--- src/hdl/prs_pkg.sv ---
// Shared types and codes for the priority reorder stack.
package prs_pkg;

  localparam int unsigned NumW = 32;

  localparam logic [2:0] CMD_PUSH      = 3'd0;
  localparam logic [2:0] CMD_POP       = 3'd1;
  localparam logic [2:0] CMD_PEEK_TOP  = 3'd2;
  localparam logic [2:0] CMD_PEEK_BOT  = 3'd3;
  localparam logic [2:0] CMD_REORG     = 3'd4;

  localparam logic [1:0] ST_OK    = 2'd0;
  localparam logic [1:0] ST_EMPTY = 2'd1;
  localparam logic [1:0] ST_FULL  = 2'd2;

  localparam logic [1:0] PRI_NONE   = 2'd0;
  localparam logic [1:0] PRI_URGENT = 2'd1;
  localparam logic [1:0] PRI_NORMAL = 2'd2;

  // one stored entry; cls set means urgent
  typedef struct packed {
    logic            cls;
    logic [NumW-1:0] num;
  } entry_t;

  // status of the reorganize walker toward the top level
  typedef struct packed {
    logic busy;
    logic wr_en;
    logic done;
  } walk_ctl_t;

endpackage

--- src/hdl/prs_walk.sv ---
// Address sequencer for reorganize: normal entries top-down, then urgent ones bottom-up.
module prs_walk
  import prs_pkg::*;
#(
  parameter int unsigned DEPTH = 64
) (
  input  logic                             clk_i,
  input  logic                             rst_ni,
  input  logic                             start_i,
  input  logic [$clog2(DEPTH+1)-1:0]       count_i,
  input  logic                             rd_class_i,
  output logic [$clog2(DEPTH)-1:0]         rd_addr_o,
  output logic [$clog2(DEPTH)-1:0]         wr_addr_o,
  output walk_ctl_t                        ctl_o
);

  localparam int unsigned AW = $clog2(DEPTH);

  typedef enum logic [3:0] {
    W_IDLE  = 4'b0001,
    W_NORM  = 4'b0010,
    W_URG   = 4'b0100,
    W_DRAIN = 4'b1000
  } walk_state_e;

  walk_state_e st_q, st_d;
  logic [AW-1:0] idx_q, idx_d;
  logic [AW-1:0] last_q, last_d;
  logic [AW-1:0] k_q, k_d;
  logic          rv_q, rv_d;
  logic          rpass_q, rpass_d;
  logic          wr_en;

  // a word read last cycle is kept when its class matches the pass it was read in
  assign wr_en = rv_q && (rd_class_i == rpass_q);

  always_comb begin
    st_d    = st_q;
    idx_d   = idx_q;
    last_d  = last_q;
    k_d     = k_q;
    rv_d    = 1'b0;
    rpass_d = rpass_q;
    if (wr_en) begin
      k_d = k_q + 1'b1;
    end
    case (st_q)
      W_IDLE: begin
        if (start_i) begin
          last_d = AW'(count_i - 1'b1);
          idx_d  = AW'(count_i - 1'b1);
          k_d    = '0;
          st_d   = W_NORM;
        end
      end
      W_NORM: begin
        rv_d    = 1'b1;
        rpass_d = 1'b0;
        if (idx_q == '0) begin
          st_d = W_URG;
        end else begin
          idx_d = idx_q - 1'b1;
        end
      end
      W_URG: begin
        rv_d    = 1'b1;
        rpass_d = 1'b1;
        if (idx_q == last_q) begin
          st_d = W_DRAIN;
        end else begin
          idx_d = idx_q + 1'b1;
        end
      end
      W_DRAIN: begin
        st_d = W_IDLE;
      end
      default: begin
        st_d = W_IDLE;
      end
    endcase
  end

  always_ff @(posedge clk_i or negedge rst_ni) begin
    if (!rst_ni) begin
      st_q    <= W_IDLE;
      rv_q    <= 1'b0;
      rpass_q <= 1'b0;
      k_q     <= '0;
      idx_q   <= '0;
      last_q  <= '0;
    end else begin
      st_q    <= st_d;
      rv_q    <= rv_d;
      rpass_q <= rpass_d;
      k_q     <= k_d;
      idx_q   <= idx_d;
      last_q  <= last_d;
    end
  end

  assign rd_addr_o   = idx_q;
  assign wr_addr_o   = k_q;
  assign ctl_o.busy  = (st_q != W_IDLE);
  assign ctl_o.wr_en = wr_en;
  assign ctl_o.done  = (st_q == W_DRAIN);

endmodule

--- src/hdl/priority_reorder_stack.sv ---
// Top level of the priority reorder stack: two entry banks, command control and output register.
// Push, pop, unknown commands and commands on an empty stack: result registered in the cycle after accept.
// Peek top/bottom: the bank read is registered first, then the result is loaded into the output register.
// Reorganize: the walker reads one entry per cycle through the
// single bank read port and writes the rebuilt stack into the other bank, which then goes live.
// Input is taken only while no command is in progress; the output register holds one word.
// Reset (rst_ni low, asynchronous) empties the stack; bank contents are not cleared.
module priority_reorder_stack
  import prs_pkg::*;
#(
  parameter int unsigned DEPTH = 64
) (
  input  logic        clk_i,
  input  logic        rst_ni,
  input  logic        s_axis_tvalid,
  output logic        s_axis_tready,
  input  logic [39:0] s_axis_tdata,  // entry_num[31:0], entry_priority[33:32], zero pad
  input  logic [2:0]  s_axis_tuser,  // cmd[2:0]
  output logic        m_axis_tvalid,
  input  logic        m_axis_tready,
  output logic [47:0] m_axis_tdata,  // out_num[31:0], out_priority[33:32], fill_level[40:34]
  output logic [1:0]  m_axis_tuser   // status[1:0]
);

  localparam int unsigned AW = $clog2(DEPTH);
  localparam int unsigned CW = $clog2(DEPTH + 1);

  typedef enum logic [2:0] {
    S_IDLE  = 3'b001,
    S_READ  = 3'b010,
    S_REORG = 3'b100
  } state_e;

  state_e          st_q, st_d;
  logic [CW-1:0]   cnt_q, cnt_d;
  logic            bank_q, bank_d;

  entry_t          bank0 [DEPTH];
  entry_t          bank1 [DEPTH];
  entry_t          rd0_q, rd1_q, rd_cur;

  logic            in_acc;
  logic [2:0]      cmd;
  entry_t          push_entry;
  logic            full, empty;
  logic            push_we, walk_start, load;
  logic [AW-1:0]   peek_addr, raddr;
  logic [AW-1:0]   walk_raddr, walk_waddr;
  walk_ctl_t       walk;

  logic            we0, we1;
  logic [AW-1:0]   wa0, wa1;
  entry_t          wd0, wd1;

  logic [1:0]      o_st, o_pri;
  logic [NumW-1:0] o_num;
  logic            ov_q, ov_d;
  logic [1:0]      ost_q, opri_q;
  logic [NumW-1:0] onum_q;
  logic [6:0]      ofill_q;

  assign cmd            = s_axis_tuser;
  assign push_entry.num = s_axis_tdata[NumW-1:0];
  assign push_entry.cls = (s_axis_tdata[33:32] == PRI_URGENT);
  assign full           = (cnt_q == CW'(DEPTH));
  assign empty          = (cnt_q == '0);

  assign s_axis_tready  = (st_q == S_IDLE) && (!ov_q || m_axis_tready);
  assign in_acc         = s_axis_tvalid && s_axis_tready;

  assign peek_addr = (cmd == CMD_PEEK_TOP) ? AW'(cnt_q - 1'b1) : '0;
  assign raddr     = walk.busy ? walk_raddr : peek_addr;
  assign rd_cur    = bank_q ? rd1_q : rd0_q;

  prs_walk #(
    .DEPTH (DEPTH)
  ) u_walk (
    .clk_i      (clk_i),
    .rst_ni     (rst_ni),
    .start_i    (walk_start),
    .count_i    (cnt_q),
    .rd_class_i (rd_cur.cls),
    .rd_addr_o  (walk_raddr),
    .wr_addr_o  (walk_waddr),
    .ctl_o      (walk)
  );

  // push goes to the live bank, the rebuilt stack to the other one
  assign we0 = bank_q ? walk.wr_en : push_we;
  assign we1 = bank_q ? push_we : walk.wr_en;
  assign wa0 = bank_q ? walk_waddr : cnt_q[AW-1:0];
  assign wa1 = bank_q ? cnt_q[AW-1:0] : walk_waddr;
  assign wd0 = bank_q ? rd_cur : push_entry;
  assign wd1 = bank_q ? push_entry : rd_cur;

  always_ff @(posedge clk_i) begin
    if (we0) begin
      bank0[wa0] <= wd0;
    end
    rd0_q <= bank0[raddr];
  end

  always_ff @(posedge clk_i) begin
    if (we1) begin
      bank1[wa1] <= wd1;
    end
    rd1_q <= bank1[raddr];
  end

  always_comb begin
    st_d       = st_q;
    cnt_d      = cnt_q;
    bank_d     = bank_q;
    load       = 1'b0;
    push_we    = 1'b0;
    walk_start = 1'b0;
    o_st       = ST_OK;
    o_num      = '0;
    o_pri      = PRI_NONE;
    case (st_q)
      S_IDLE: begin
        if (in_acc) begin
          case (cmd)
            CMD_PUSH: begin
              load = 1'b1;
              if (full) begin
                o_st = ST_FULL;
              end else begin
                push_we = 1'b1;
                cnt_d   = cnt_q + 1'b1;
              end
            end
            CMD_POP: begin
              load = 1'b1;
              if (empty) begin
                o_st = ST_EMPTY;
              end else begin
                cnt_d = cnt_q - 1'b1;
              end
            end
            CMD_PEEK_TOP, CMD_PEEK_BOT: begin
              if (empty) begin
                load = 1'b1;
                o_st = ST_EMPTY;
              end else begin
                st_d = S_READ;
              end
            end
            CMD_REORG: begin
              if (empty) begin
                load = 1'b1;
              end else begin
                walk_start = 1'b1;
                st_d       = S_REORG;
              end
            end
            default: begin
              load = 1'b1;
            end
          endcase
        end
      end
      S_READ: begin
        load  = 1'b1;
        o_num = rd_cur.num;
        o_pri = rd_cur.cls ? PRI_URGENT : PRI_NORMAL;
        st_d  = S_IDLE;
      end
      S_REORG: begin
        if (walk.done) begin
          bank_d = !bank_q;
          load   = 1'b1;
          st_d   = S_IDLE;
        end
      end
      default: begin
        st_d = S_IDLE;
      end
    endcase
  end

  assign ov_d = load || (ov_q && !m_axis_tready);

  always_ff @(posedge clk_i or negedge rst_ni) begin
    if (!rst_ni) begin
      st_q   <= S_IDLE;
      cnt_q  <= '0;
      bank_q <= 1'b0;
      ov_q   <= 1'b0;
    end else begin
      st_q   <= st_d;
      cnt_q  <= cnt_d;
      bank_q <= bank_d;
      ov_q   <= ov_d;
    end
  end

  always_ff @(posedge clk_i) begin
    if (load) begin
      ost_q   <= o_st;
      onum_q  <= o_num;
      opri_q  <= o_pri;
      ofill_q <= 7'(cnt_d);
    end
  end

  assign m_axis_tvalid = ov_q;
  assign m_axis_tuser  = ost_q;
  assign m_axis_tdata  = {7'b0, ofill_q, opri_q, onum_q};

  a_ready_not_walking: assert property (@(posedge clk_i) disable iff (!rst_ni)
    s_axis_tready |-> !walk.busy)
    else $error("input accepted while reorganize in progress");

  a_count_bound: assert property (@(posedge clk_i) disable iff (!rst_ni)
    cnt_q <= CW'(DEPTH))
    else $error("entry count above depth");

  a_walk_write_in_reorg: assert property (@(posedge clk_i) disable iff (!rst_ni)
    walk.wr_en |-> (st_q == S_REORG))
    else $error("bank write from walker outside reorganize");

  a_push_counts: assert property (@(posedge clk_i) disable iff (!rst_ni)
    push_we |=> (cnt_q == $past(cnt_q) + 1'b1))
    else $error("push did not advance entry count");

  a_reorg_done_result: assert property (@(posedge clk_i) disable iff (!rst_ni)
    walk.done |=> (m_axis_tvalid && (st_q == S_IDLE)))
    else $error("reorganize finished without a result word");

endmodule
--- config.mk ---
export PLATFORM = sky130hd
export DESIGN_NAME = priority_reorder_stack
export DESIGN_NICKNAME = d
export VERILOG_FILES = /design/src/hdl/prs_pkg.sv /design/src/hdl/prs_walk.sv /design/src/hdl/priority_reorder_stack.sv
export SDC_FILE = /design/constraint.sdc
export NUM_CORES = 2
export LEC_CHECK = 0
export BUFFER_PORTS_ARGS = -buffer_cell sky130_fd_sc_hd__buf_2
export CAP_MARGIN = 15
export CORE_ASPECT_RATIO = 1.4
export CORE_MARGIN = 2
export CORE_UTILIZATION = 57
export CTS_CLUSTER_SIZE = 30
export DETAILED_ROUTE_END_ITERATION = 6
export PLACE_DENSITY = 0.76
export RECOVER_POWER = 50
export REMOVE_ABC_BUFFERS = 1
export SETUP_SLACK_MARGIN = 0.1
export SKIP_CTS_REPAIR_TIMING = 1
export SYNTH_ARGS = -nofsm -noshare
export SYNTH_HDL_FRONTEND = slang
export SYNTH_HIERARCHICAL = 1
export SYNTH_MEMORY_MAX_BITS = 65536
export SYNTH_SLANG_ARGS = --single-unit
--- constraint.sdc ---
create_clock -name clk_i -period 4.4 [get_ports clk_i]
set_clock_uncertainty 0.2 [all_clocks]
set_input_delay 0.88 -clock clk_i [delete_from_list [all_inputs] [get_ports clk_i]]
set_output_delay 0.88 -clock clk_i [all_outputs]
set_load 0.02 [all_outputs]
# ---- Yosys cells after proc, flatten, opt, wreduce, memory -nomap -nowiden
# Memory sizes are Yosys's and may differ from the RTL's. A register that Yosys moved wholly into a read port is not among the register bits.
# Index checks and enable logic that the tools add are counted.
dict set report totals {
  ff_bits 79
  ramBits 4224
  inputBits 47
  out_inout_bits 52
  elab_cells 125
  memories 2
}
dict set report classes {
  n_addsub 5
  eq_ne 26
  muxes 54
  reduce_logical 24
}
# name depth word_bits read_ports rd_clocked_by_memory_dff write_ports line_no
set memory_table {}
lappend memory_table {bank0 64 33 1 1 1 priority_reorder_stack.sv:38} ;# entry_t bank0 [DEPTH];
lappend memory_table {bank1 64 33 1 1 1 priority_reorder_stack.sv:39} ;# entry_t bank1 [DEPTH];
# op count
set ops {}
lappend ops {{$mux 33} 3}
lappend ops {{$mux 6} 10}
lappend ops {{$mux 7} 4}
lappend ops {{$mux 1} 20}
lappend ops {{$pmux 6 s3} 1}
lappend ops {{$pmux 7 s2} 1}
lappend ops {{$add 6x1->6 const B} 2}
lappend ops {{$mux 3} 4}
lappend ops {{$mux 4} 3}
lappend ops {{$pmux 3 s2} 2}
lappend ops {{$pmux 4 s3} 1}
lappend ops {{$eq 3x2->1 const B} 3}
lappend ops {{$ne 2x1->1 const B} 4}
lappend ops {{$add 7x1->7 const B} 1}
lappend ops {{$eq 7x7->1 const B} 1}
lappend ops {{$logic_not 7->1} 1}
lappend ops {{$sub 7x1->7 const B} 1}
lappend ops {{$eq 3x1->1 const B} 2}
lappend ops {{$eq 3x3->1 const B} 2}
lappend ops {{$eq 6x6->1} 1}
lappend ops {{$logic_not 6->1} 1}
lappend ops {{$ne 2x2->1 const B} 3}
lappend ops {{$ne 3x3->1 const B} 2}
lappend ops {{$reduce_and 2->1} 3}
lappend ops {{24 further kinds} 33}

# ---- Longest topological paths before layout
dict set report depth {
  word_depth 9
  mapped_depth 18
  mapped_depth_nobuf 11
}

# ---- By module
# The synthesis kept the hierarchy.
# mod instances cells_per_inst area_per_inst_um2 seq_area_each_um2
set by_module_without_submodules {}
lappend by_module_without_submodules {priority_reorder_stack 1 11433 170549.8 129755.7}
lappend by_module_without_submodules {prs_walk 1 157 1482.7 601.8}

# ---- Least setup slack after synthesis
# No wires, ideal clock.
dict set report synth_path {
  path_type {register to register}
  startpoint {reg u_walk.st_q[1]}
  endpoint {reg ost_q[0] (netlist: m_axis_tuser[0]), enable pin}
  setup_time_ps 504
  arrival_ps 4163
  t_required_ps 3696
  path_slack_ps -468
  stages_incl_launch_ff 6
  n_path_buf 1
  synth_period_minus_slack_ps 4868
  path_cell_list {dfrtp_1 buf_6 nor4b_1 nor2b_1 mux2i_1 o21ai_0}
}
# element line_no
set synth_rtl {}
lappend synth_rtl {{start, declared} prs_walk.sv:26} ;# walk_state_e st_q, st_d;
lappend synth_rtl {{start signal, assigned} prs_walk.sv:92} ;# st_q <= st_d;
lappend synth_rtl {{end signal, assigned} priority_reorder_stack.sv:200} ;# ost_q <= o_st;
lappend synth_rtl {{end, declared} priority_reorder_stack.sv:58} ;# logic [1:0] ost_q, opri_q;

==> flow_summary_export.csv <==
group,metric,value,unit
cells_and_area,layout-drive-gt1-share,14.63,%
logic_synthesis,synth-simple-area-share,9.882,%
global_routing,grt_pass1_vias,107100,
global_routing,track_usage,32.34,%
placed_design,dp_hpwl,301100,um
logic_synthesis,yosys_warnings,6,
floorplan,start_util,57.31,%
logic_synthesis,syn_avg_cell_area,14.84,um^2
drt,num_vias,109000,
drt,wl,505300,um
drt,ant_nets,0,
drt,drt_iter0_markers,15930,
floorplan,fp.dieW,468.3,um
floorplan,die_y,654.0,um
critical_path,critPathBufInv,3,
logic_synthesis,synth_seq_cells,4369,
critical_path,cp.arrival,4.86,ns
drt,vias_per_cell,6.606,
job,cap_violations,35,
global_routing,grt_pass1_wl,716000,um
global_routing,grt_max_degree,119,
cells_and_area,nets,12220,
logic_synthesis,synth_common_cells,"edfxtp_1 (4,267), nand2_1 (2,544), nand3_1 (1,094)",
cells_and_area,area_growth_syn_to_layout,15.10,%
logic_synthesis,netlist_area,172000,um^2
logic_synthesis,ys.flop_type,"edfxtp_1",
drt,routedWlPerCell,30.63,um
placed_design,io_buffers,85,
floorplan,die_area,306300,um^2
logic_synthesis,synth_area_leaders,"edfxtp_1 (74%), nand2_1 (5.6%), mux2i_1 (4.6%)",
logic_synthesis,synth_top_family_by_area,"simple AND/OR/NAND/NOR gates",
clocking,cts_made_buffers,390,
cells_and_area,final_area,198000,um^2
global_routing,gr-total-overflow,0,
critical_path,path_delay_family,"compound AO/OA/AOI/OAI gates",
critical_path,crit_top_cell,"buf_4",
critical_path,timing.setup.critical_path_class,"flop to flop",
clocking,clk_latency,0.96,ns
clocking,path_clk_slew,0.07,ns
critical_path,worstSetupEndpointType,"flop",
clocking,clockBufferDepth,4,
floorplan,rows,238,
timing,hold_violations,0,
clocking,numClockSinks,4369,
timing,fmax,230.6,MHz
timing,setup_tns,0,ns
pwr,leakage,66.94,nW
status,status,"complete, but fails checks",
pwr,power,0.1038,W
logic_synthesis,synth-edff-count,4267,
critical_path,path_cells,"buf_4, buf_4, o21ai_1, clkbuf_4",
worst_hold_path,hold_class,"input pin to flop",
timing,final.min_clock_period,4.337,ns
logic_synthesis,synth_async_sr_flop_share,0.8240,%
pwr,vdd_drop_max,499.6,uV
placed_design,gp_congestion,0.9269,
clocking,cts_root_buf,"clkbuf_16",
critical_path,start_kind,"flop",
critical_path,cp_max_fo,33,
drt,drcViolationCount,3,
status,violations,"DRC, capacitance limit, slew limit",
timing,drv_slew,1622,
placed_design,placed_cell_area,185200,um^2
timing,worst-slew-pin-transition,2.703,ns
critical_path,cp_slowest_cell,"o21ai_1",
logic_synthesis,synth-compound-area-share,5.926,%
logic_synthesis,synth.largest_area_cell,"edfxtp_1",
drt,drt_first_pass_iters,7,
critical_path,r2r_slack,0.06,ns
floorplan,core-area,300200,um^2
logic_synthesis,synth_top_area_share,74.48,%
pwr,powerDensity,524.1,nW/um^2
critical_path,worstPathRequired,4.93,ns
clocking,htree_levels,5,
timing,timing.final.crit_share,98.56,%
critical_path,max_stage_delay,1.88,ns
global_routing,antenna_found_initial,48,
clocking,cts_tree,"yes",
timing,slew_headroom,-81.43,%
logic_synthesis,synthAdderAreaFrac,0.06982,%
logic_synthesis,synth_xor_area_share,0.1273,%
logic_synthesis,yosysMostFrequentCell,"edfxtp_1",
logic_synthesis,synth.area.mux_share,6.246,%
logic_synthesis,ys_seq_area_share,75.77,%
timing,setup_violations,0,
timing,rsz0062_at_grt,"true",
logic_synthesis,syn-instance-count,11590,
floorplan,ioPinCount,99,
logic_synthesis,synthDistinctLibCells,84,
==> routing by layer <==
metal | vias up | GRT usage (%) | part of all wire (%)
li1 | 45330 | - | -
met4 | 14 | 23.65 | 8.8
met5 | - | 0 | 0.018
met3 | 2034 | 6.181 | 11
met2 | 7898 | 53.30 | 49
met1 | 53710 | 37.94 | 31
==> final cells by class <==
cell class | count | area, um^2
Sequential cell | 4369 | 130400
Fill cell | 19500 | 102200
Multi-Input combinational cell | 6405 | 39700
Clock buffer | 497 | 10570
Timing Repair Buffer | 953 | 9836
Tap cell | 3960 | 4955
Clock inverter | 221 | 2286
Inverter | 47 | 176.4
Antenna cell | 46 | 115.1
==> cells in the final DEF (no fill, tap or decap), types with 21 or more instances in the layout <==
cell type  Yosys  layout
dfxtp_1       66      66
clkbuf_2       1      46
a31oi_1      133     133
clkbuf_16      0     402
mux4_2       117     117
inv_1         47      47
diode_2        0      46
o21ai_1       61      70
clkinv_2       0      73
buf_4         13     550
a32oi_1      253     249
mux2i_1      793     792
o21ai_0       74      47
nand2_2        0      21
buf_2        140      46
a22oi_1       93      87
clkbuf_1     544     129
nand3_1     1094    1093
buf_12         0     236
o211a_1      118     118
edfxtp_1    4267    4267
a211oi_1     122     121
o22ai_1       62      62
a311oi_1     116     116
nand2_1     2544    2521
nand2b_1      43      43
clkinv_1       0      60
or4_1         60      60
a221oi_1      23      23
bufinv_16      0      42
nor2_4         0     133
a21oi_1      323     322
clkbuf_8       1      22
dfrtp_1       34      33
nor2_1       176      42
==> state kept, by name, summed over array words and instances (netlist names) <==
name              cells
bank1              2112
rd1_q                33
u_walk/wr_addr_o      6
rd0_q                33
m_axis_tuser          2
ofill_q               7
cnt_q                 7
st_q                  3
u_walk/st_q           4
u_walk/last_q         6
u_walk/rv_q           1
u_walk/rd_addr_o      6
bank_q                1
m_axis_tvalid         1
opri_q                2
u_walk/rpass_q        1
onum_q               32
bank0              2112
==> kinds of logic after synthesis <==
| group | Yosys count |
|---|---|
| xor gates and xnor gates | 25 |
| AOI/OAI and AO/OA | 1430 |
| adders and majority gates | 9 |
| DFF | 4369 |
| and+or+nand+nor | 4008 |
| other | 1 |
| buffers and inverters | 823 |
| muxes | 925 |
==> through the flow <==
stage / setup WS [ns] / hold WS [ns] / instances / utilization, %
detailed placement: -0.07972 / 0.3014 / 15720 / 61.70
finish: 0.06319 / 0.1077 / 16500 / 65.96
global route: 0.05235 / 0.1248 / 16480 / 65.95
global placement: -0.07400 / 0.2842 / 15720 / 61.70
floorplan: -89.72 / 0.2656 / 10820 / -
CTS: -0.05144 / -0.1138 / 16430 / 65.99
==> tightest hold or removal path, cell delays in order <==
cell      delay (ns)
buf_2           0.07
nand2b_1        0.14
nand2b_1        0.06
==> worst paths after layout <==
path	from	end	cells after the start
hold reg to reg	u_walk/last_q[2]$_DFFE_PN0P_	u_walk/last_q[2]$_DFFE_PN0P_	2
max in group asynchronous	rst_ni	bank_q$_DFFE_PN0P_	2
setup / recovery	bank_q$_DFFE_PN0P_	bank0[11][8]$_DFFE_PP_	4
min in group asynchronous	rst_ni	u_walk/wr_addr_o[5]$_DFF_PN0_	2
hold / removal	m_axis_tready	m_axis_tvalid$_DFF_PN0_	3
setup reg to reg	bank_q$_DFFE_PN0P_	bank0[11][8]$_DFFE_PP_	4
==> power by group <==
group          internal [W]  switching (W)
registers            0.0494       0.000648
clock network        0.0195         0.0151
logic               0.00551         0.0136
No activity file was read; power rests on OpenSTA's default activity.
